### config.mk
export PLATFORM = sky130hd
export DESIGN_NAME = adrc_mul
export DESIGN_NICKNAME = d
export VERILOG_FILES = /design/src/sv/assert_macros.svh /design/src/sv/adrc_pkg.sv /design/src/sv/adrc_mul.sv
export SDC_FILE = /design/constraint.sdc
export NUM_CORES = 2
export LEC_CHECK = 0
export ABC_AREA = 1
export BUFFER_PORTS_ARGS = -buffer_cell sky130_fd_sc_hd__buf_2
export CELL_PAD_IN_SITES_DETAIL_PLACEMENT = 1
export CELL_PAD_IN_SITES_GLOBAL_PLACEMENT = 2
export CORE_ASPECT_RATIO = 1.25
export CORE_MARGIN = 2
export CORE_UTILIZATION = 43
export CTS_BUF_LIST = sky130_fd_sc_hd__clkbuf_8
export DETAILED_ROUTE_END_ITERATION = 6
export PLACE_DENSITY = 0.95
export SYNTH_ARGS = -nofsm -noshare
export SYNTH_HDL_FRONTEND = slang
export SYNTH_SLANG_ARGS = --single-unit
### constraint.sdc
create_clock -name clock -period 15.2 [get_ports clock]
set_input_delay 1.52 -clock clock [delete_from_list [all_inputs] [get_ports clock]]
set_output_delay 1.52 -clock clock [all_outputs]
set_load 0.02 [all_outputs]
### src/sv/assert_macros.svh
// assertion macros used by the one rtl file that checks itself, adrc_speed_loop_unit
// depends on nothing; taken in by `include
`ifndef ASSERT_MACROS_SVH
`define ASSERT_MACROS_SVH

// same-cycle implication, idle while reset is high
`define ASSERT_IMPL(lbl, clk, rst, ante, cons) \
   lbl: assert property (@(posedge clk) disable iff (rst) (ante) |-> (cons)) \
      else $error("assertion failed: implication");

// next-cycle implication, idle while reset is high
`define ASSERT_NEXT(lbl, clk, rst, ante, cons) \
   lbl: assert property (@(posedge clk) disable iff (rst) (ante) |=> (cons)) \
      else $error("assertion failed: next-cycle implication");

`endif

### src/sv/adrc_pkg.sv
// types, constants and helpers of the adrc speed loop
// no dependencies; used by adrc_mul, adrc_div and adrc_speed_loop_unit
package adrc_pkg;

   localparam int WHEELS_DEFAULT = 2;

   // register indexes on the csr port
   localparam logic [2:0] CSR_PLANT_GAIN   = 3'd0;
   localparam logic [2:0] CSR_OBS_GAIN_ONE = 3'd1;
   localparam logic [2:0] CSR_OBS_GAIN_TWO = 3'd2;
   localparam logic [2:0] CSR_LOOP_GAIN    = 3'd3;
   localparam logic [2:0] CSR_SAMPLE_PER   = 3'd4;
   localparam logic [2:0] CSR_DEAD_ZONE    = 3'd5;
   localparam logic [2:0] CSR_OUTPUT_LIMIT = 3'd6;

   // register reset values
   localparam logic [23:0] PLANT_GAIN_RST   = 24'd2048;
   localparam logic [23:0] OBS_GAIN_ONE_RST = 24'd48230;
   localparam logic [23:0] OBS_GAIN_TWO_RST = 24'd2271744;
   localparam logic [23:0] LOOP_GAIN_RST    = 24'd8038;
   localparam logic [15:0] SAMPLE_PER_RST   = 16'd655;
   localparam logic [14:0] DEAD_ZONE_RST    = 15'd0;
   localparam logic [14:0] OUTPUT_LIMIT_RST = 15'd10000;

   // largest magnitude of a q32.16 value
   localparam logic [47:0] SAT_MAG = 48'h7FFF_FFFF_FFFF;
   localparam logic signed [49:0] SAT_POS = 50'sh0_7FFF_FFFF_FFFF;
   localparam logic signed [49:0] SAT_NEG = -50'sh0_7FFF_FFFF_FFFF;

   // divider: quotient bits of (|v| << 8) / b0
   localparam int DIV_STEPS = 56;
   localparam int DIV_CNT_W = $clog2(DIV_STEPS + 1);

   typedef struct packed {
      logic              wheel;
      logic signed [15:0] target_speed;
      logic signed [15:0] measured_speed;
   } req_type;

   typedef struct packed {
      logic              wheel_echo;
      logic signed [15:0] drive_out;
   } rsp_type;

   // command to the shared multiplier
   typedef struct packed {
      logic              start;
      logic              sh16;
      logic [23:0]       gain;
      logic signed [47:0] operand;
   } mul_cmd_type;

   // command to the divider
   typedef struct packed {
      logic                   start;
      logic                   neg;
      logic [DIV_STEPS-1:0]   num;
      logic [23:0]            den;
   } div_cmd_type;

   function automatic logic signed [49:0] ext50(input logic signed [47:0] v);
      ext50 = {{2{v[47]}}, v};
   endfunction

   // clamp to the symmetric 48-bit range
   function automatic logic signed [47:0] sat48(input logic signed [49:0] v);
      logic signed [49:0] c;
      c = v;
      if (v > SAT_POS) c = SAT_POS;
      if (v < SAT_NEG) c = SAT_NEG;
      sat48 = c[47:0];
   endfunction

endpackage

### src/sv/adrc_mul.sv
// shared multiplier: signed q32.16 times unsigned gain in sign and magnitude, shifted by 8 or 16
// depends on adrc_pkg
module adrc_mul (
   input  logic                      clock,
   input  logic                      reset,
   input  adrc_pkg::mul_cmd_type     cmd,
   output logic signed [47:0]        result,
   output logic                      done
);

   logic [1:0]         cnt_ff, cnt_in;
   logic               neg_ff, neg_in;
   logic               sh16_ff, sh16_in;
   logic [47:0]        mag_ff, mag_in;
   logic [23:0]        gain_ff, gain_in;
   logic [47:0]        plo_ff, plo_in;
   logic [47:0]        phi_ff, phi_in;
   logic signed [47:0] res_ff, res_in;
   logic               done_ff, done_in;
   logic [71:0]        full;
   logic [63:0]        shifted;
   logic [47:0]        rmag;

   // recombine the partial products, shift and saturate the magnitude
   always_comb begin
      full    = {phi_ff, 24'd0} + {24'd0, plo_ff};
      shifted = sh16_ff ? {8'd0, full[71:16]} : full[71:8];
      rmag    = (shifted > {16'd0, adrc_pkg::SAT_MAG}) ? adrc_pkg::SAT_MAG : shifted[47:0];
   end

   // low half, high half, combine
   always_comb begin
      cnt_in  = cnt_ff;
      neg_in  = neg_ff;
      sh16_in = sh16_ff;
      mag_in  = mag_ff;
      gain_in = gain_ff;
      plo_in  = plo_ff;
      phi_in  = phi_ff;
      res_in  = res_ff;
      done_in = 1'b0;
      case (cnt_ff)
         2'd0: begin
            if (cmd.start) begin
               neg_in  = cmd.operand[47];
               mag_in  = cmd.operand[47] ? -cmd.operand : cmd.operand;
               gain_in = cmd.gain;
               sh16_in = cmd.sh16;
               cnt_in  = 2'd1;
            end
         end
         2'd1: begin
            plo_in = mag_ff[23:0] * gain_ff;
            cnt_in = 2'd2;
         end
         2'd2: begin
            phi_in = mag_ff[47:24] * gain_ff;
            cnt_in = 2'd3;
         end
         default: begin
            res_in  = neg_ff ? -$signed(rmag) : $signed(rmag);
            done_in = 1'b1;
            cnt_in  = 2'd0;
         end
      endcase
   end

   always_ff @(posedge clock) begin
      if (reset) begin
         cnt_ff  <= 2'd0;
         done_ff <= 1'b0;
      end else begin
         cnt_ff  <= cnt_in;
         done_ff <= done_in;
      end
      neg_ff  <= neg_in;
      sh16_ff <= sh16_in;
      mag_ff  <= mag_in;
      gain_ff <= gain_in;
      plo_ff  <= plo_in;
      phi_ff  <= phi_in;
      res_ff  <= res_in;
   end

   assign result = res_ff;
   assign done   = done_ff;

endmodule

==> flow_summary.ini <==
[synthesis]
ys.flop_type = edfxtp_1
synth_edf_count = 210
syn-num-nets = 8276
synth_cells = 6862
avgSynthCellArea_um2 = 7.65
synth_seq_cells = 213
yosysSeqAreaShare = 0.121
synth.distinct_cells = 51
syn-cell-area_um2 = 52500
ys.warnings.count = 0
synthArstFlopShare = 0

[drt]
routed_wl_mm = 166
ant_nets = 0
viasPerCell = 5.11
drt_iter0_markers = 2011
vias = 43300
drc = 0
wl_per_cell_um = 19.6
dr.pass1.iters = 5

[clock_network]
ctsHtreeMaxLevel = 2
clk_latency_ns = 0.73
cts_sinks = 213
root_buffer = clkbuf_8
clock_path_buffers = 3
numCtsBuffers = 42
post_cts_resized = 0
post-cts-setup-buffers = 0
cts_tree = built
postCtsHoldBufs = 0
clk_pin_slew_ns = 0.07

[critical_path]
cp.required_ns = 15.64
path_max_fanout = 48
path_delay_family = adder cells
crit_top_cell = fa_1
cp_slowest_cell = a21boi_0
end_kind = register
reg2reg_setup_slack_ns = 7.35
setup.worst_path.class = register to register
max_stage_delay_ns = 0.74
start_kind = register
critical_path_buf_inv_count = 4
arrival_ns = 8.29

[global_route]
grt-ovfl-total = 0
antenna_found_initial = 4
grt_pass1_wl_mm = 268
grt_max_degree = 50
grtUsageTotal = 0.276
grt_pass1_vias = 50500

[timing]
whs_ns = 0.573
hold_viol_final = 0
tns_ns = 0
fin_worst_skew_ns = 0.0798
min_period_over_period = 0.516
worstMarginPinSlew_ns = 1.28
finalSetupViolCount = 0
period_needed_ns = 7.85
relSlewSlack = 0.147
rsz0062_at_grt = false
max_freq_mhz = 127
drv_slew = 0

[hold_path]
worstHoldPathType = register to register

[floorplan]
start_util = 0.433
die_w_um = 317
die_h_um = 395
fp-row-count = 143
core_area_um2 = 121000
die-area_um2 = 125000
io_pins = 125

[final_layout]
finish.utilization = 0.459
drive_above_1_share = 0.0502
nets = 8271
finish.instance_area_um2 = 55700
areaGrowthSynthToFinish_pct = 6.12
fillers = 15300

[placement]
gp_congestion = 0.927
hpwl_mm = 134
port_buffers = 124
place_area_um2 = 54700

[run_status]
status = completed

[job]
drv_cap = 0
path summary, 6_finish.rpt:
| kind | startpoint | to | depth (start not counted) |
|---|---|---|---|
| worst min register to register | cnt_ff[1]$_SDFFE_PP0P_ | cnt_ff[1]$_SDFFE_PP0P_ | 2 |
| worst min-delay path | cnt_ff[1]$_SDFFE_PP0P_ | cnt_ff[1]$_SDFFE_PP0P_ | 2 |
| worst max-delay path | gain_ff[3]$_DFFE_PP_ | phi_ff[41]$_DFFE_PN_ | 25 |
| worst max register to register | gain_ff[3]$_DFFE_PP_ | phi_ff[41]$_DFFE_PN_ | 25 |
cell families (layout without fill, tap and decap cells):
kind of cell	count (synthesis)	in the layout	synth area share
AOI/OAI and AO/OA	326	326	0.0344
xor gates and xnor gates	187	187	0.0312
adders and majority gates	1338	1338	0.457
buffers and inverters	2268	2294	0.163
DFF	213	213	0.121
muxes	2	2	0.000381
other	0	1	0
and+or+nand+nor	2528	2528	0.193
worst reg2reg max path, stage by stage, from the launching register on:
cell and delay, ns:
edfxtp_1 0.33, buf_4 0.59, nand2_1 0.22, fa_1 0.55, fa_1 0.50, inv_1 0.06
fa_1 0.48, ha_1 0.20, fa_1 0.49, inv_1 0.06, fa_1 0.49, fa_1 0.49
inv_1 0.04, ha_1 0.32, a21oi_1 0.13, o21ai_0 0.15, a21boi_0 0.74, o21ai_0 0.32
a21oi_1 0.28, o21ai_0 0.19, a21boi_0 0.32, o21ai_0 0.23, nand2_1 0.12, nand2_1 0.09
a21oi_1 0.17, xnor2_1 0.08
routing by layer:
metal	GRT usage	vias to the layer above	share of wire
met5	0	-	0.00020
met4	0.128	4	0.054
met3	0.0287	440	0.039
met2	0.512	1086	0.52
met1	0.314	22100	0.39
li1	-	19700	-
sequential cells by signal, summed over array words and instances, names as in the netlist:
signal / flops
mag_ff: 48
phi_ff: 48
result: 48
plo_ff: 40
gain_ff: 24
cnt_ff: 2
done: 1
neg_ff: 1
sh16_ff: 1
area by class of cell:
| type | count | area (um^2) | area share |
|---|---|---|---|
| Multi-Input combinational cell | 4381 | 37600 | 0.675 |
| Inverter | 2019 | 7580 | 0.136 |
| Sequential cell | 213 | 6370 | 0.114 |
| Tap cell | 1595 | 2000 | 0.0358 |
| Timing Repair Buffer | 200 | 1190 | 0.0214 |
| Clock buffer | 42 | 578 | 0.0104 |
| Clock inverter | 33 | 400 | 0.00719 |
| Antenna cell | 1 | 2.50 | 0.0000449 |
layout by cell type, fill, tap and decap left out, types with 4 or more instances in the layout:
master / Yosys / final
nor2_1: 343 / 343
inv_1: 1994 / 2005
clkbuf_8: 0 / 42
nand4_1: 46 / 46
o21a_1: 13 / 13
or2_2: 8 / 8
inv_2: 23 / 23
xor2_1: 123 / 123
bufinv_16: 0 / 9
nor2_4: 6 / 6
nor4_1: 19 / 19
nand3b_1: 11 / 11
a21boi_0: 7 / 7
o21ai_0: 90 / 90
nand2_2: 5 / 5
a21o_1: 5 / 5
xnor2_1: 64 / 64
nand2_1: 1891 / 1891
nor3_2: 10 / 10
clkinv_1: 2 / 6
ha_1: 374 / 371
nor3_1: 37 / 37
o221ai_1: 5 / 5
o211ai_1: 6 / 6
fa_1: 964 / 964
a21oi_1: 144 / 144
o21ai_1: 13 / 13
buf_2: 6 / 124
edfxtp_1: 210 / 210
and3_1: 4 / 4
buf_4: 4 / 76
nor2_2: 25 / 25
nand3_1: 116 / 116
a31oi_1: 29 / 29
Yosys cell counts (all sizes together) (19+ instances only):
master | n | area [um^2]
inv | 2017 | 7570
nand2 | 1896 | 7130
fa | 964 | 19300
ha | 374 | 4680
nor2 | 374 | 1510
edfxtp | 210 | 6310
clkbuf | 201 | 754
a21oi | 145 | 729
xor2 | 123 | 1080
nand3 | 120 | 628
o21ai | 103 | 515
xnor2 | 64 | 561
buf | 48 | 210
nor3 | 47 | 285
nand4 | 46 | 288
a31oi | 29 | 181
nor4 | 19 | 119
stage by stage:
stage,setup slack (ns),std cells
after floorplan,8.29,6862
after global placement,7.56,8408
after detailed placement,7.27,8408
after CTS,7.33,8483
after global routing,7.03,8484
final,7.35,8484
Power is left out: the tool's default activity adds up to more than one toggle a clock period on the data nets, which glitch-free logic cannot reach.
