`src/sv/assert_macros.svh`:
```
// assertion macros used by the one rtl file that checks itself, adrc_speed_loop_unit
// depends on nothing; taken in by `include
`ifndef ASSERT_MACROS_SVH
`define ASSERT_MACROS_SVH

// same-cycle implication, idle while reset is high
`define ASSERT_IMPL(lbl, clk, rst, ante, cons) \
   lbl: assert property (@(posedge clk) disable iff (rst) (ante) |-> (cons)) \
      else $error("assertion failed: implication");

// next-cycle implication, idle while reset is high
`define ASSERT_NEXT(lbl, clk, rst, ante, cons) \
   lbl: assert property (@(posedge clk) disable iff (rst) (ante) |=> (cons)) \
      else $error("assertion failed: next-cycle implication");

`endif

```
`src/sv/adrc_pkg.sv`:
```
// types, constants and helpers of the adrc speed loop
// no dependencies; used by adrc_mul, adrc_div and adrc_speed_loop_unit
package adrc_pkg;

   localparam int WHEELS_DEFAULT = 2;

   // register indexes on the csr port
   localparam logic [2:0] CSR_PLANT_GAIN   = 3'd0;
   localparam logic [2:0] CSR_OBS_GAIN_ONE = 3'd1;
   localparam logic [2:0] CSR_OBS_GAIN_TWO = 3'd2;
   localparam logic [2:0] CSR_LOOP_GAIN    = 3'd3;
   localparam logic [2:0] CSR_SAMPLE_PER   = 3'd4;
   localparam logic [2:0] CSR_DEAD_ZONE    = 3'd5;
   localparam logic [2:0] CSR_OUTPUT_LIMIT = 3'd6;

   // register reset values
   localparam logic [23:0] PLANT_GAIN_RST   = 24'd2048;
   localparam logic [23:0] OBS_GAIN_ONE_RST = 24'd48230;
   localparam logic [23:0] OBS_GAIN_TWO_RST = 24'd2271744;
   localparam logic [23:0] LOOP_GAIN_RST    = 24'd8038;
   localparam logic [15:0] SAMPLE_PER_RST   = 16'd655;
   localparam logic [14:0] DEAD_ZONE_RST    = 15'd0;
   localparam logic [14:0] OUTPUT_LIMIT_RST = 15'd10000;

   // largest magnitude of a q32.16 value
   localparam logic [47:0] SAT_MAG = 48'h7FFF_FFFF_FFFF;
   localparam logic signed [49:0] SAT_POS = 50'sh0_7FFF_FFFF_FFFF;
   localparam logic signed [49:0] SAT_NEG = -50'sh0_7FFF_FFFF_FFFF;

   // divider: quotient bits of (|v| << 8) / b0
   localparam int DIV_STEPS = 56;
   localparam int DIV_CNT_W = $clog2(DIV_STEPS + 1);

   typedef struct packed {
      logic              wheel;
      logic signed [15:0] target_speed;
      logic signed [15:0] measured_speed;
   } req_type;

   typedef struct packed {
      logic              wheel_echo;
      logic signed [15:0] drive_out;
   } rsp_type;

   // command to the shared multiplier
   typedef struct packed {
      logic              start;
      logic              sh16;
      logic [23:0]       gain;
      logic signed [47:0] operand;
   } mul_cmd_type;

   // command to the divider
   typedef struct packed {
      logic                   start;
      logic                   neg;
      logic [DIV_STEPS-1:0]   num;
      logic [23:0]            den;
   } div_cmd_type;

   function automatic logic signed [49:0] ext50(input logic signed [47:0] v);
      ext50 = {{2{v[47]}}, v};
   endfunction

   // clamp to the symmetric 48-bit range
   function automatic logic signed [47:0] sat48(input logic signed [49:0] v);
      logic signed [49:0] c;
      c = v;
      if (v > SAT_POS) c = SAT_POS;
      if (v < SAT_NEG) c = SAT_NEG;
      sat48 = c[47:0];
   endfunction

endpackage

```
`src/sv/adrc_div.sv`:
```
// restoring divider, one quotient bit a cycle, result saturated to 48 bits
// depends on adrc_pkg
module adrc_div (
   input  logic                      clock,
   input  logic                      reset,
   input  adrc_pkg::div_cmd_type     cmd,
   output logic signed [47:0]        result,
   output logic                      done
);

   localparam int N = adrc_pkg::DIV_STEPS;
   localparam int CW = adrc_pkg::DIV_CNT_W;

   logic               run_ff, run_in;
   logic [CW-1:0]      cnt_ff, cnt_in;
   logic               neg_ff, neg_in;
   logic [23:0]        den_ff, den_in;
   logic [23:0]        rem_ff, rem_in;
   logic [N-1:0]       quo_ff, quo_in;
   logic signed [47:0] res_ff, res_in;
   logic               done_ff, done_in;
   logic [24:0]        trial;
   logic [47:0]        qmag;

   always_comb begin
      trial = {rem_ff, quo_ff[N-1]} - {1'b0, den_ff};
      qmag  = (quo_ff > N'(adrc_pkg::SAT_MAG)) ? adrc_pkg::SAT_MAG : quo_ff[47:0];
   end

   // shift-subtract steps, then sign and saturate
   always_comb begin
      run_in  = run_ff;
      cnt_in  = cnt_ff;
      neg_in  = neg_ff;
      den_in  = den_ff;
      rem_in  = rem_ff;
      quo_in  = quo_ff;
      res_in  = res_ff;
      done_in = 1'b0;
      if (!run_ff) begin
         if (cmd.start) begin
            run_in = 1'b1;
            cnt_in = CW'(N);
            neg_in = cmd.neg;
            den_in = cmd.den;
            rem_in = 24'd0;
            quo_in = cmd.num;
         end
      end else if (cnt_ff != '0) begin
         if (!trial[24]) begin
            rem_in = trial[23:0];
            quo_in = {quo_ff[N-2:0], 1'b1};
         end else begin
            rem_in = {rem_ff[22:0], quo_ff[N-1]};
            quo_in = {quo_ff[N-2:0], 1'b0};
         end
         cnt_in = cnt_ff - 1'b1;
      end else begin
         res_in  = neg_ff ? -$signed(qmag) : $signed(qmag);
         done_in = 1'b1;
         run_in  = 1'b0;
      end
   end

   always_ff @(posedge clock) begin
      if (reset) begin
         run_ff  <= 1'b0;
         done_ff <= 1'b0;
      end else begin
         run_ff  <= run_in;
         done_ff <= done_in;
      end
      cnt_ff <= cnt_in;
      neg_ff <= neg_in;
      den_ff <= den_in;
      rem_ff <= rem_in;
      quo_ff <= quo_in;
      res_ff <= res_in;
   end

   assign result = res_ff;
   assign done   = done_ff;

endmodule

```
`config.mk`:
```
export PLATFORM = sky130hd
export DESIGN_NAME = adrc_div
export DESIGN_NICKNAME = d
export VERILOG_FILES = /design/src/sv/assert_macros.svh /design/src/sv/adrc_pkg.sv /design/src/sv/adrc_div.sv
export SDC_FILE = /design/constraint.sdc
export NUM_CORES = 1
export LEC_CHECK = 0
export BUFFER_PORTS_ARGS = -buffer_cell sky130_fd_sc_hd__clkbuf_2
export CORE_MARGIN = 2
export CORE_UTILIZATION = 57
export CTS_CLUSTER_SIZE = 28
export DETAILED_ROUTE_END_ITERATION = 16
export PLACE_DENSITY = 0.8
export SETUP_SLACK_MARGIN = 0.05
export SLEW_MARGIN = 15
export SYNTH_ARGS = -nofsm -noshare
export SYNTH_HDL_FRONTEND = slang
export SYNTH_SLANG_ARGS = --single-unit
```
`constraint.sdc`:
```
create_clock -name clock -period 10.25 [get_ports clock]
set_clock_uncertainty 0.05 [all_clocks]
set_input_delay 1.5375 -clock clock [delete_from_list [all_inputs] [get_ports clock]]
set_output_delay 1.5375 -clock clock [all_outputs]
set_load 0.1 [all_outputs]
```
==> results of run 1 <==
-- flip-flops by register name, indices dropped and copies added, names as in the netlist --
signal and cells:
rem_ff 24, run_ff 1, done 1, neg_ff 1, result 48, den_ff 24
cnt_ff 6, quo_ff 56
-- power by group through the flow --
stage	registers, W	logic (W)	clock network, W
2_1_floorplan	0.000841	0.000317	0
3_3_place_gp	0.000854	0.000397	0
3_5_place_dp	0.000855	0.000408	0
4_1_cts	0.000842	0.000413	0.000713
5_1_grt	0.000852	0.000459	0.000739
6_report	0.000843	0.000415	0.000706
-- layer usage --
layer | GRT usage | vias up | routed length (microns)
met5 | 0 | - | 0
met4 | 0.0905 | 0 | 477
met3 | 0.0477 | 38 | 1160
met2 | 0.388 | 271 | 9340
met1 | 0.330 | 3077 | 8300
li1 | - | 3047 | -
-- layout by cell type, fill, tap and decap left out, drive strengths merged, types with 5 or more instances in the layout --
master,Yosys,layout
o21ai,37,37
xor2,20,20
inv,37,38
nand3,14,14
or4,11,11
xnor2,16,16
nor2b,5,5
a21oi,25,25
nor4,7,7
o311ai,19,19
clkinv,1,6
a21o,11,11
edfxtp,159,159
clkbuf,18,152
o21a,6,6
a31oi,6,6
buf,10,5
or3,10,10
or2,6,6
a221o,10,10
and3,5,5
nor3,23,23
nand2,50,50
ha,27,27
mux2i,19,19
mux2,55,55
bufinv,0,5
nor2,87,87
-- cell type report --
cell class / count / area (sq um) / share of cell area
sequential: 161 / 4820 / 0.472
multi-input combinational: 511 / 3640 / 0.357
timing repair buffer: 137 / 698 / 0.0685
clock buffer: 20 / 457 / 0.0448
tap: 188 / 235 / 0.0231
clock inverter: 12 / 206 / 0.0202
inverter: 38 / 143 / 0.0140
-- synth_stat cells, types with 3 or more instances --
master / n
edfxtp_1: 159
nor2_1: 86
mux2_2: 55
nand2_1: 49
inv_1: 37
o21ai_0: 35
ha_1: 27
a21oi_1: 25
nor3_1: 22
xor2_1: 20
mux2i_1: 19
clkbuf_1: 18
o311ai_0: 18
xnor2_1: 16
nand3_1: 13
a21o_1: 11
a221o_1: 10
or3_1: 9
buf_1: 8
or4_1: 8
a31oi_1: 6
nor4_1: 6
o21a_1: 6
and3_1: 5
nor2b_1: 5
or2_2: 4
o2111ai_1: 3
o211a_1: 3
o211ai_1: 3
o31ai_1: 3
or4_4: 3
-- tightest hold or removal path: cells and delay by family (launching register included) --
| family | cells | cell delay (ns) |
|---|---|---|
| DFF | 1 | 0.32 |
| and+or+nand+nor | 2 | 0.17 |
-- how the worst min path moves through the flow --
stage	startpoint	end	slack, ns	depth (start not counted)
final	run_ff$_SDFF_PP0_	done$_SDFF_PP0_	0.49	2
after global routing	quo_ff[47]$_DFFE_PP_	quo_ff[48]$_DFFE_PP_	0.55	1
after CTS	run_ff$_SDFF_PP0_	done$_SDFF_PP0_	0.49	2
after detailed placement	run_ff$_SDFF_PP0_	done$_SDFF_PP0_	0.48	2
after global placement	run_ff$_SDFF_PP0_	done$_SDFF_PP0_	0.47	2
after floorplan	quo_ff[0]$_DFFE_PP_	result[0]$_DFFE_PP_	0.48	2
-- kinds of logic after synthesis --
| kind of cell | Yosys count | share of synthesized area |
|---|---|---|
| simple gates | 235 | 0.136 |
| flops | 161 | 0.555 |
| compound gates | 138 | 0.109 |
| mux | 74 | 0.0933 |
| buf+inv | 66 | 0.0288 |
| xor+xnor | 36 | 0.0363 |
| fa+ha+maj | 28 | 0.0412 |
-- metrics by stage --
| stage | setup WS [ns] | util | power [W] |
|---|---|---|---|
| after floorplan | 4.49 | - | 0.00116 |
| final | 6.05 | 0.678 | 0.00196 |
| after CTS | 6.05 | 0.678 | 0.00197 |
| after global placement | 6.29 | 0.634 | 0.00125 |
| after global routing | 5.84 | 0.678 | 0.00205 |
| after detailed placement | 6.20 | 0.634 | 0.00126 |
==> metrics.md, run 1 <==
| Metric | Value |
|---|---|
| Synth Area per Inst | `11.8 sq um` |
| Core ar. | `15,000 sq um` |
| PostCTS Resize Cnt | `0` |
| Net Count, Synth | `850` |
| Root buffer cell | `clkbuf_16` |
| Cts-stage hold buffer count | `0` |
| Flop-to-flop setup slack | `6.05 ns` |
| Status | `complete, no violations` |
| PortBufs | `132` |
| DR iter-0 viols | `640` |
| Die height | `127 microns` |
| Synthesized area | `8680 sq um` |
| CP Cell Sequence | `nor4_1, nand3_1, buf_4, nor2_1, ha_1, or3b_1, or4_4, nor2_4, nand3_4, or2_1, or4_1, a221o_1` |
| # setup viols final | `0` |
| Max Clk Rate | `238 MHz` |
| Pleak | `4.09 nW` |
| Synth cell types | `63` |
| Synthesis Warnings | `0` |
| Final min period | `4.20 ns` |
| Avg WL per Cell | `18.1 microns` |
| Die X | `127 microns` |
| Buf+Inv Stages, Crit Path | `1` |
| FF-to-FF Start | `quo_ff[50]$_DFFE_PP_` |
| Clock transition at the registers of the reported paths | `0.06 ns` |
| Worst Hold Class | `reg -> reg` |
| CP endpoint kind | `register` |
| CP Data Arrival Time | `4.33 ns` |
| Final Instance Area | `10,200 sq um` |
| Ys async rst share | `0` |
| Crit. Startpoint | `quo_ff[50]$_DFFE_PP_` |
| Reg2reg path depth | `12` |
| P&R area growth vs syn | `17.5%` |
| Share of layout cells above drive strength 1 | `0.281` |
| Global route total overflow | `0` |
| FP Rows | `45` |
| Yosys top cell by area | `edfxtp_1` |
| I/O pin cnt | `133` |
| Crit path max-delay family | `simple AND/OR/NAND/NOR gates` |
| CP max FO | `31` |
| Post-Syn Instances | `738` |
| Cts bufs inserted | `17` |
| Final Hold Fails | `0` |
| Max incr delay on CP | `0.54 ns` |
| Drt first pass iters | `5` |
| Reg power frac | `0.429` |
| Initial antenna violation count | `0` |
| Switching power | `0.000533 W` |
| Synth Flop Type | `edfxtp_1` |
| Post-DP HPWL | `13,000 microns` |
| Worst slew margin | `0.251` |
| Logic pwr share | `0.211` |
| Cell Int Power | `0.00143 W` |
| RR Endpoint | `result[38]$_DFFE_PP_` |
| Sequential area share after synthesis | `0.555` |
| Antenna viol nets, final | `0` |
| Largest net degree at the start of global routing | `68` |
| RSZ-0062 raised after global routing | `no` |
| Setup Fix Bufs, Post-CTS | `0` |
| Yosys top cell area share | `0.550` |
| Diodes inserted | `0` |
| Placed cells | `1,035` |
| Clock Power Share | `0.359` |
| Worst Max-Slew Pin Slew | `1.12 ns` |
| WP depth | `12` |
| CTS sink cnt | `161` |
| Vias per inst | `6.03` |
| Die footprint | `16,200 sq um` |
| WP data required | `10.38 ns` |
| Fin cells | `1,067` |
| Final Slew Violations | `0` |
| Max-Cap Viols | `0` |
| DRC viols | `0` |
| Worst setup SP type | `register` |
| Worst-Skew Late Latency | `0.43 ns` |
| Fill cells | `1,087` |
| Critical-path top delay cell | `or4_4` |
| GP Congestion | `0.938` |
| First-pass GRT wire length | `30,700 microns` |
| Most area-consuming cells after synthesis | `edfxtp_1, mux2_2, ha_1` |
| CTS max path bufs | `2` |
| Fin crit share | `0.410` |
| Final #Nets | `978` |
| VDD IR max | `0.118 mV` |
| Number of global-route vias before repair | `6,100` |
| End of the critical path | `result[38]$_DFFE_PP_` |
| Power Density | `193 nW/um^2` |
| Setup TNS | `0 ns` |
| Sw Share | `0.272` |
| Placed Instance Area | `9540 sq um` |
| Critical path class | `reg -> reg` |
| Drt total wl | `19,300 microns` |
| Worst hold margin | `0.486 ns` |
| Initial Util | `0.577` |
| # H-tree levels | `4` |
| GRT Overall Usage | `0.242` |
| CTS tree | `done` |
| Flops & latches, synth | `161` |
| Post-synth EDFFs | `159` |
| Via count | `6,433` |
Note: power is estimated with default switching activity, not from simulation.
==> inputs of run 2 (changes only) <==
--- a/config.mk
+++ b/config.mk
@@ -7,10 +7,10 @@
 export LEC_CHECK = 0
 export BUFFER_PORTS_ARGS = -buffer_cell sky130_fd_sc_hd__clkbuf_2
 export CORE_MARGIN = 2
-export CORE_UTILIZATION = 57
+export CORE_UTILIZATION = 52
 export CTS_CLUSTER_SIZE = 28
 export DETAILED_ROUTE_END_ITERATION = 16
-export PLACE_DENSITY = 0.8
+export PLACE_DENSITY = 0.77
 export SETUP_SLACK_MARGIN = 0.05
 export SLEW_MARGIN = 15
 export SYNTH_ARGS = -nofsm -noshare
==> constraint.sdc (replaced) <==
create_clock -name clock -period 3.8 [get_ports clock]
set_clock_uncertainty 0.05 [all_clocks]
set_input_delay 0.57 -clock clock [delete_from_list [all_inputs] [get_ports clock]]
set_output_delay 0.57 -clock clock [all_outputs]
set_load 0.1 [all_outputs]
==> run 2 against run 1 <==
Against the previous run:
- worst hold slack got worse by 0.22 ns
- utilization decreased by 5.1 points
- count of clock-buffer cells in the layout decreased by 2
- clock power increased by 130%
- sequential cell count unchanged
- critical path depth unchanged
- register-to-register slack got worse by 6.0 ns
- power increased to 2.6 times the previous value
- final area increased by 1.4%
- die area increased by 9.3%
- cell count increased by 4.8%
- sequential share of layout area decreased by 0.63 points
- critical path type unchanged
- largest cell class unchanged
==> metrics.md, run 2 (same netlist as run 1, synthesis figures left out) <==
| Metric | Value |
|---|---|
| Top layer in use | `met4` |
| Share of layout cells above drive strength 1 | `0.306 (+0.0252)` |
| Post-place setup slack | `-0.00466 ns (-6.20 ns)` |
| Clock transition at the registers of the reported paths | `0.06 ns (about the same)` |
| Final min period | `3.76 ns (-0.442 ns)` |
| Critical path class | `reg -> reg` |
| Final Hold Fails | `0 (unchanged)` |
| Crit path max-delay family | `simple AND/OR/NAND/NOR gates` |
| Largest register by flop count | `quo_ff` |
| VDD IR max | `0.379 mV (+220%)` |
| Worst-Skew Late Latency | `0.43 ns (about the same)` |
| Diodes inserted | `0 (unchanged)` |
| Fill cells | `1,298 (+19%)` |
| Vias per inst | `5.79 (-3.9%)` |
| Commonest non-fill, non-tap cell in the layout | `edfxtp_1` |
| GP Congestion | `0.889 (-5.2%)` |
| CP endpoint kind | `register` |
| Worst slew margin | `0.357 (+0.106)` |
| Max Clk Rate | `266 MHz (+12%)` |
| CTS sink cnt | `161 (unchanged)` |
| Status | `complete, no violations` |
| Final worst slack | `0.0438 ns (-6.01 ns)` |
| Cts bufs inserted | `17 (unchanged)` |
| Final Instance Area | `10,300 sq um (+1.4%)` |
| # setup viols final | `0 (unchanged)` |
| Root buffer cell | `clkbuf_16` |
| Die footprint | `17,700 sq um (+9.3%)` |
| Drt first pass iters | `5 (unchanged)` |
| P&R area growth vs syn | `19.1%` |
| Max-Cap Viols | `0 (unchanged)` |
| Global route total overflow | `0 (unchanged)` |
| Max incr delay on CP | `0.44 ns (-0.10 ns)` |
| CP max FO | `5 (-84%)` |
| Worst Max-Slew Pin Slew | `0.962 ns (-0.161 ns)` |
| Initial antenna violation count | `0 (unchanged)` |
| GRT Overall Usage | `0.220 (-0.0223)` |
| Avg WL per Cell | `17.2 microns (-4.7%)` |
| Drt total wl | `19,300 microns (-0.12%)` |
| Pleak | `4.13 nW (+1.0%)` |
| Wl on met1 | `8420 microns (+1.4%)` |
| PortBufs | `132 (unchanged)` |
| First-pass GRT wire length | `30,600 microns (-0.16%)` |
| CP Cell Sequence | `nor4_2, nand3_1, buf_6, nor2_4, ha_4, or3b_4, or4_4, nor2_4, nand3_4, or3b_4, or3_4, a221o_1` |
| RSZ-0062 raised after global routing | `yes` |
| Initial Util | `0.527 (-0.0502)` |
| Die height | `133 microns (+4.6%)` |
| Number of global-route vias before repair | `6,164 (+1.0%)` |
| Worst setup SP type | `register` |
| Fin crit share | `0.988 (+0.579)` |
| CP Data Arrival Time | `3.89 ns (-0.44 ns)` |
| DRC viols | `0 (unchanged)` |
| Buf+Inv Stages, Crit Path | `1 (unchanged)` |
| I/O pin cnt | `133 (unchanged)` |
| Worst Hold Class | `in -> reg` |
| Met2 WL | `9180 microns (-1.7%)` |
| Post-DP HPWL | `13,200 microns (+1.9%)` |
| Largest net degree at the start of global routing | `61 (-10%)` |
| Die X | `133 microns (+4.6%)` |
| WP data required | `3.93 ns (-6.45 ns)` |
| # H-tree levels | `4 (unchanged)` |
| Most frequent cells in the layout | `edfxtp_1, clkbuf_2, nor2_1` |
| CTS tree | `done` |
| FP Rows | `47 (+4.4%)` |
| Final Slew Violations | `0 (unchanged)` |
| Placed Instance Area | `9690 sq um (+1.6%)` |
| Antenna viol nets, final | `0 (unchanged)` |
| Critical-path top delay cell | `or4_4` |
| Power Density | `487 nW/um^2 (+150%)` |
| DR iter-0 viols | `563 (-12%)` |
| Wire length on met3 | `1270 microns (+9.6%)` |
| Core ar. | `16,500 sq um (+9.5%)` |
| Final #Nets | `998 (+2.0%)` |
| Via count | `6,478 (+0.70%)` |
| Max FFs per register | `56 (unchanged)` |
| CTS max path bufs | `2 (unchanged)` |
| Cts-stage hold buffer count | `0 (unchanged)` |
[run 2: cell count changes in the layout (fill, tap and decap cells not counted), sizes merged]
cell and change:
buf +20, clkbuf -2, clkinv -4, bufinv -4, clkinvlp +4, inv +5
[run 2: routing by layer]
| metal | vias to the layer above | global-route usage |
|---|---|---|
| met3 | 36 | 0.0468 |
| met4 | 0 | 0.0715 |
| li1 | 3080 | - |
| met5 | - | 0 |
| met2 | 258 | 0.359 |
| met1 | 3104 | 0.297 |
[run 2: per-stage QoR]
step / cells / total power, W / utilization / hold slack (ns) / setup TNS (ns)
CTS: 1112 / 0.00505 / 0.624 / 0.253 / 0
detailed placement: 1079 / 0.00342 / 0.589 / 0.491 / -0.00466
finish: 1118 / 0.00503 / 0.628 / 0.264 / 0
global route: 1118 / 0.00526 / 0.628 / 0.247 / -0.125
floorplan: 738 / 0.00312 / - / 0.494 / -0.0305
global placement: 1079 / 0.00340 / 0.589 / 0.469 / 0
[run 2: cell type report]
cell class,instances,area (sq um),area share
Sequential cell,161,4820,0.466
Multi-Input combinational cell,511,3690,0.357
Timing Repair Buffer,157,852,0.0824
Clock buffer,18,429,0.0415
Tap cell,220,275,0.0266
Inverter,38,143,0.0138
Clock inverter,13,128,0.0123
[run 2: where the power goes]
group / internal (W) / switching (W)
sequential: 0.00215 / 0.000124
combinational: 0.000521 / 0.000616
clock: 0.000909 / 0.000711
[run 2: final timing paths]
kind / cells after the start / to / startpoint / slack, ns
setup reg to reg: 12 / result[30]$_DFFE_PP_ / quo_ff[54]$_DFFE_PP_ / 0.04
hold reg to reg: 1 / cnt_ff[3]$_SDFFCE_PN1P_ / run_ff$_SDFF_PP0_ / 0.50
hold / removal: 1 / den_ff[19]$_DFFE_PP_ / cmd[19] / 0.26
setup / recovery: 12 / result[30]$_DFFE_PP_ / quo_ff[54]$_DFFE_PP_ / 0.04
[run 2: what timing repair did]
action                                  CTS  global route
resized for setup                         2             4
pin swaps                                 4             3
buffers inserted                          2             6
endpoints found under the setup margin    2             4
==> inputs of run 3 (changes only) <==
--- a/config.mk
+++ b/config.mk
@@ -5,9 +5,10 @@
 export SDC_FILE = /design/constraint.sdc
 export NUM_CORES = 1
 export LEC_CHECK = 0
+export ABC_AREA = 1
 export BUFFER_PORTS_ARGS = -buffer_cell sky130_fd_sc_hd__clkbuf_2
 export CORE_MARGIN = 2
-export CORE_UTILIZATION = 52
+export CORE_UTILIZATION = 53
 export CTS_CLUSTER_SIZE = 28
 export DETAILED_ROUTE_END_ITERATION = 16
 export PLACE_DENSITY = 0.77
==> run 3 against run 2 <==
Against the previous run:
- final area rose by 10%
- area after synthesis up 14%
- synthesized cell count increased by 65%
- combinational power fell by 9.6%
- die area increased by 12%
- critical endpoint is now result[20]$_DFFE_PP_
- highest routed layer unchanged
==> metrics.md, run 3 <==
| Metric | Value |
|---|---|
| Share of layout cells above drive strength 1 | `0.159 (-0.147)` |
| Final Slew Violations | `0 (unchanged)` |
| Yosys top cell by area | `edfxtp_1` |
| CP Data Arrival Time | `3.19 ns (-0.70 ns)` |
| Setup TNS | `0 ns (unchanged)` |
| Most area-consuming cells after synthesis | `edfxtp_1, nand2_1, inv_1` |
| Placed cells | `1,550 (+44%)` |
| Post-synth EDFFs | `159 (unchanged)` |
| Worst setup SP type | `register` |
| Fill cells | `1,615 (+24%)` |
| Flops & latches, synth | `161 (unchanged)` |
| Post-DP HPWL | `18,500 microns (+40%)` |
| Max Clk Rate | `326 MHz (+22%)` |
| Diodes inserted | `0 (unchanged)` |
| Final Instance Area | `11,400 sq um (+10%)` |
| Global route total overflow | `0 (unchanged)` |
| Avg WL per Cell | `15.9 microns (-7.5%)` |
| Ys async rst share | `0 (unchanged)` |
| Initial antenna violation count | `0 (unchanged)` |
| Core ar. | `18,100 sq um (+10%)` |
| WP data required | `3.92 ns (about the same)` |
| Critical-path top delay cell | `edfxtp_1` |
| Worst-Skew Late Latency | `0.44 ns (about the same)` |
| Synthesis Warnings | `0 (unchanged)` |
| Net Count, Synth | `1,327 (+56%)` |
| CP Cell Sequence | `nor2_1, nand2_1, nor2_8, nand3_1, inv_1, ha_1, inv_1, nor2_1, nand4_1, nor2_2, nand3_4, nand2_4, nand2_1, xor2_1, inv_1` |
| FP Rows | `49 (+4.3%)` |
| Setup Fix Bufs, Post-CTS | `0 (-2)` |
| CP endpoint kind | `register` |
| CP max FO | `18 (+13)` |
| CTS sink cnt | `161 (unchanged)` |
| I/O pin cnt | `133 (unchanged)` |
| Max FFs per register | `56 (unchanged)` |
| Core Util, Final | `0.627 (-0.00115)` |
| DRC viols | `0 (unchanged)` |
| Buf+Inv Stages, Crit Path | `3 (+2)` |
| CTS tree | `done` |
| Synth Flop Type | `edfxtp_1` |
| Worst path most repeated cell | `inv_1` |
| # setup viols final | `0 (unchanged)` |
| Crit path max-delay family | `simple AND/OR/NAND/NOR gates` |
| PortBufs | `132 (unchanged)` |
| GP Congestion | `0.993 (+12%)` |
| Via count | `8,433 (+30%)` |
| Final #Nets | `1,452 (+45%)` |
| CTS max path bufs | `2 (unchanged)` |
| DR iter-0 viols | `992 (+76%)` |
| Most common cell in the netlist | `nand2_1` |
| Largest net degree at the start of global routing | `61 (unchanged)` |
| Yosys top cell area share | `0.482 (-0.0677)` |
| Final Hold Fails | `0 (unchanged)` |
| Antenna viol nets, final | `0 (unchanged)` |
| Worst slew margin | `0.445 (+0.0877)` |
| Synth cell types | `44 (-30%)` |
| Die X | `141 microns (+5.6%)` |
| Die height | `141 microns (+5.6%)` |
| Root buffer cell | `clkbuf_16` |
| Commonest cells in the netlist | `nand2_1, inv_1, nor2_1, edfxtp_1, o21ai_0` |
| Pleak | `5.25 nW (+27%)` |
| Fin cells | `1,582 (+42%)` |
| Commonest non-fill, non-tap cell in the layout | `nand2_1` |
| Most frequent cells in the layout | `nand2_1, inv_1, nor2_1` |
| Cts bufs inserted | `17 (unchanged)` |
| Vias per inst | `5.33 (-8.0%)` |
| Placed Instance Area | `10,800 sq um (+11%)` |
| VDD IR max | `0.295 mV (-22%)` |
| Fin crit share | `0.808 (-0.180)` |
| Post-Syn Instances | `1,215 (+65%)` |
| First-pass GRT wire length | `40,100 microns (+31%)` |
| Power Density | `443 nW/um^2 (-9.1%)` |
| P&R area growth vs syn | `14.9%` |
| Worst Max-Slew Pin Slew | `0.832 ns (-0.130 ns)` |
| Clock transition at the registers of the reported paths | `0.07 ns (about the same)` |
| PostCTS Resize Cnt | `0 (-2)` |
| Initial Util | `0.546 (+0.0183)` |
| # H-tree levels | `4 (unchanged)` |
| Synth Area per Inst | `8.15 sq um (-31%)` |
| Largest register by flop count | `quo_ff` |
| GRT Overall Usage | `0.259 (+0.0387)` |
| Cts-stage hold buffer count | `0 (unchanged)` |
| RSZ-0062 raised after global routing | `no` |
| Status | `complete, no violations` |
| Synthesized area | `9900 sq um (+14%)` |
| Die footprint | `19,800 sq um (+12%)` |
| Number of global-route vias before repair | `7,847 (+27%)` |
| Worst Hold Class | `in -> reg` |
| Drt total wl | `25,200 microns (+31%)` |
| Sequential area share after synthesis | `0.486 (-0.0683)` |
| Max-Cap Viols | `0 (unchanged)` |
| Max incr delay on CP | `0.39 ns (-0.05 ns)` |
| Final min period | `3.07 ns (-0.685 ns)` |
| Drt first pass iters | `7 (+2)` |
| Critical path class | `reg -> reg` |
run 3: cell types whose count changed after synthesis, moves of 13 or more:
cell,delta
nor2_2,+13
mux2_2,-55
nand2_1,+282
inv_1,+145
nand3_1,+49
mux2i_1,-19
nor2_1,+77
o21ai_0,+30
nand4_1,+33
o311ai_0,-18
run 3: worst paths after layout:
kind | slack [ns] | startpoint | to | cells past startpoint
worst max-delay path | 0.73 | quo_ff[51]$_DFFE_PP_ | result[20]$_DFFE_PP_ | 15
worst min-delay path | 0.26 | cmd[6] | den_ff[6]$_DFFE_PP_ | 1
worst max register to register | 0.73 | quo_ff[51]$_DFFE_PP_ | result[20]$_DFFE_PP_ | 15
worst min register to register | 0.51 | quo_ff[54]$_DFFE_PP_ | quo_ff[55]$_DFFE_PP_ | 2
run 3: stage by stage:
step,total power [W],hold slack (ns),setup slack (ns)
4_1_cts,0.00503,0.252,0.727
3_3_place_gp,0.00321,0.484,0.857
2_1_floorplan,0.00296,0.467,0.722
3_5_place_dp,0.00324,0.499,0.753
6_report,0.00503,0.259,0.729
5_1_grt,0.00527,0.252,0.418
run 3: cells by family (layout without fill, tap and decap cells):
group,after synthesis,after routing,synth area share
fa+ha+maj,28,28,0.0361
compound gates,119,119,0.0661
buf+inv,220,358,0.0890
xor+xnor,40,40,0.0354
simple gates,647,647,0.287
flops,161,161,0.486
run 3: routing by layer:
layer  up-vias  global-route usage  wire (microns)
met3        26              0.0462            2360
li1       4188                   -               -
met4         0              0.0716             370
met1      3827               0.395           11700
met5         -                   0               0
met2       392               0.380           10800
run 3: area by class of cell:
type                    count  area [sq um]  share of cell area
clock buffers              20           457              0.0402
clock inverters            12           158              0.0139
inverters                 183           687              0.0604
multi-input cells         834          4230               0.372
repair buffers            143           743              0.0654
well taps                 229           287              0.0252
flip-flops and latches    161          4810               0.423
run 3: report_power, final:
part | switching, W | internal [W] | total (W) | leakage, nW
Combinational | 0.000690 | 0.000339 | 0.00103 | 3.39
Clock | 0.000726 | 0.00107 | 0.00180 | 0.283
Sequential | 0.0000807 | 0.00213 | 0.00221 | 1.57
Total | 0.00150 | 0.00354 | 0.00503 | 5.25
run 3: worst reg2reg max path, cell delays in order (launching register included):
cell	delay, ns
edfxtp_1	0.39
nor2_1	0.12
nand2_1	0.16
nor2_8	0.30
nand3_1	0.18
inv_1	0.11
ha_1	0.19
inv_1	0.05
nor2_1	0.11
nand4_1	0.15
nor2_2	0.21
nand3_4	0.18
nand2_4	0.16
nand2_1	0.08
xor2_1	0.27
inv_1	0.09
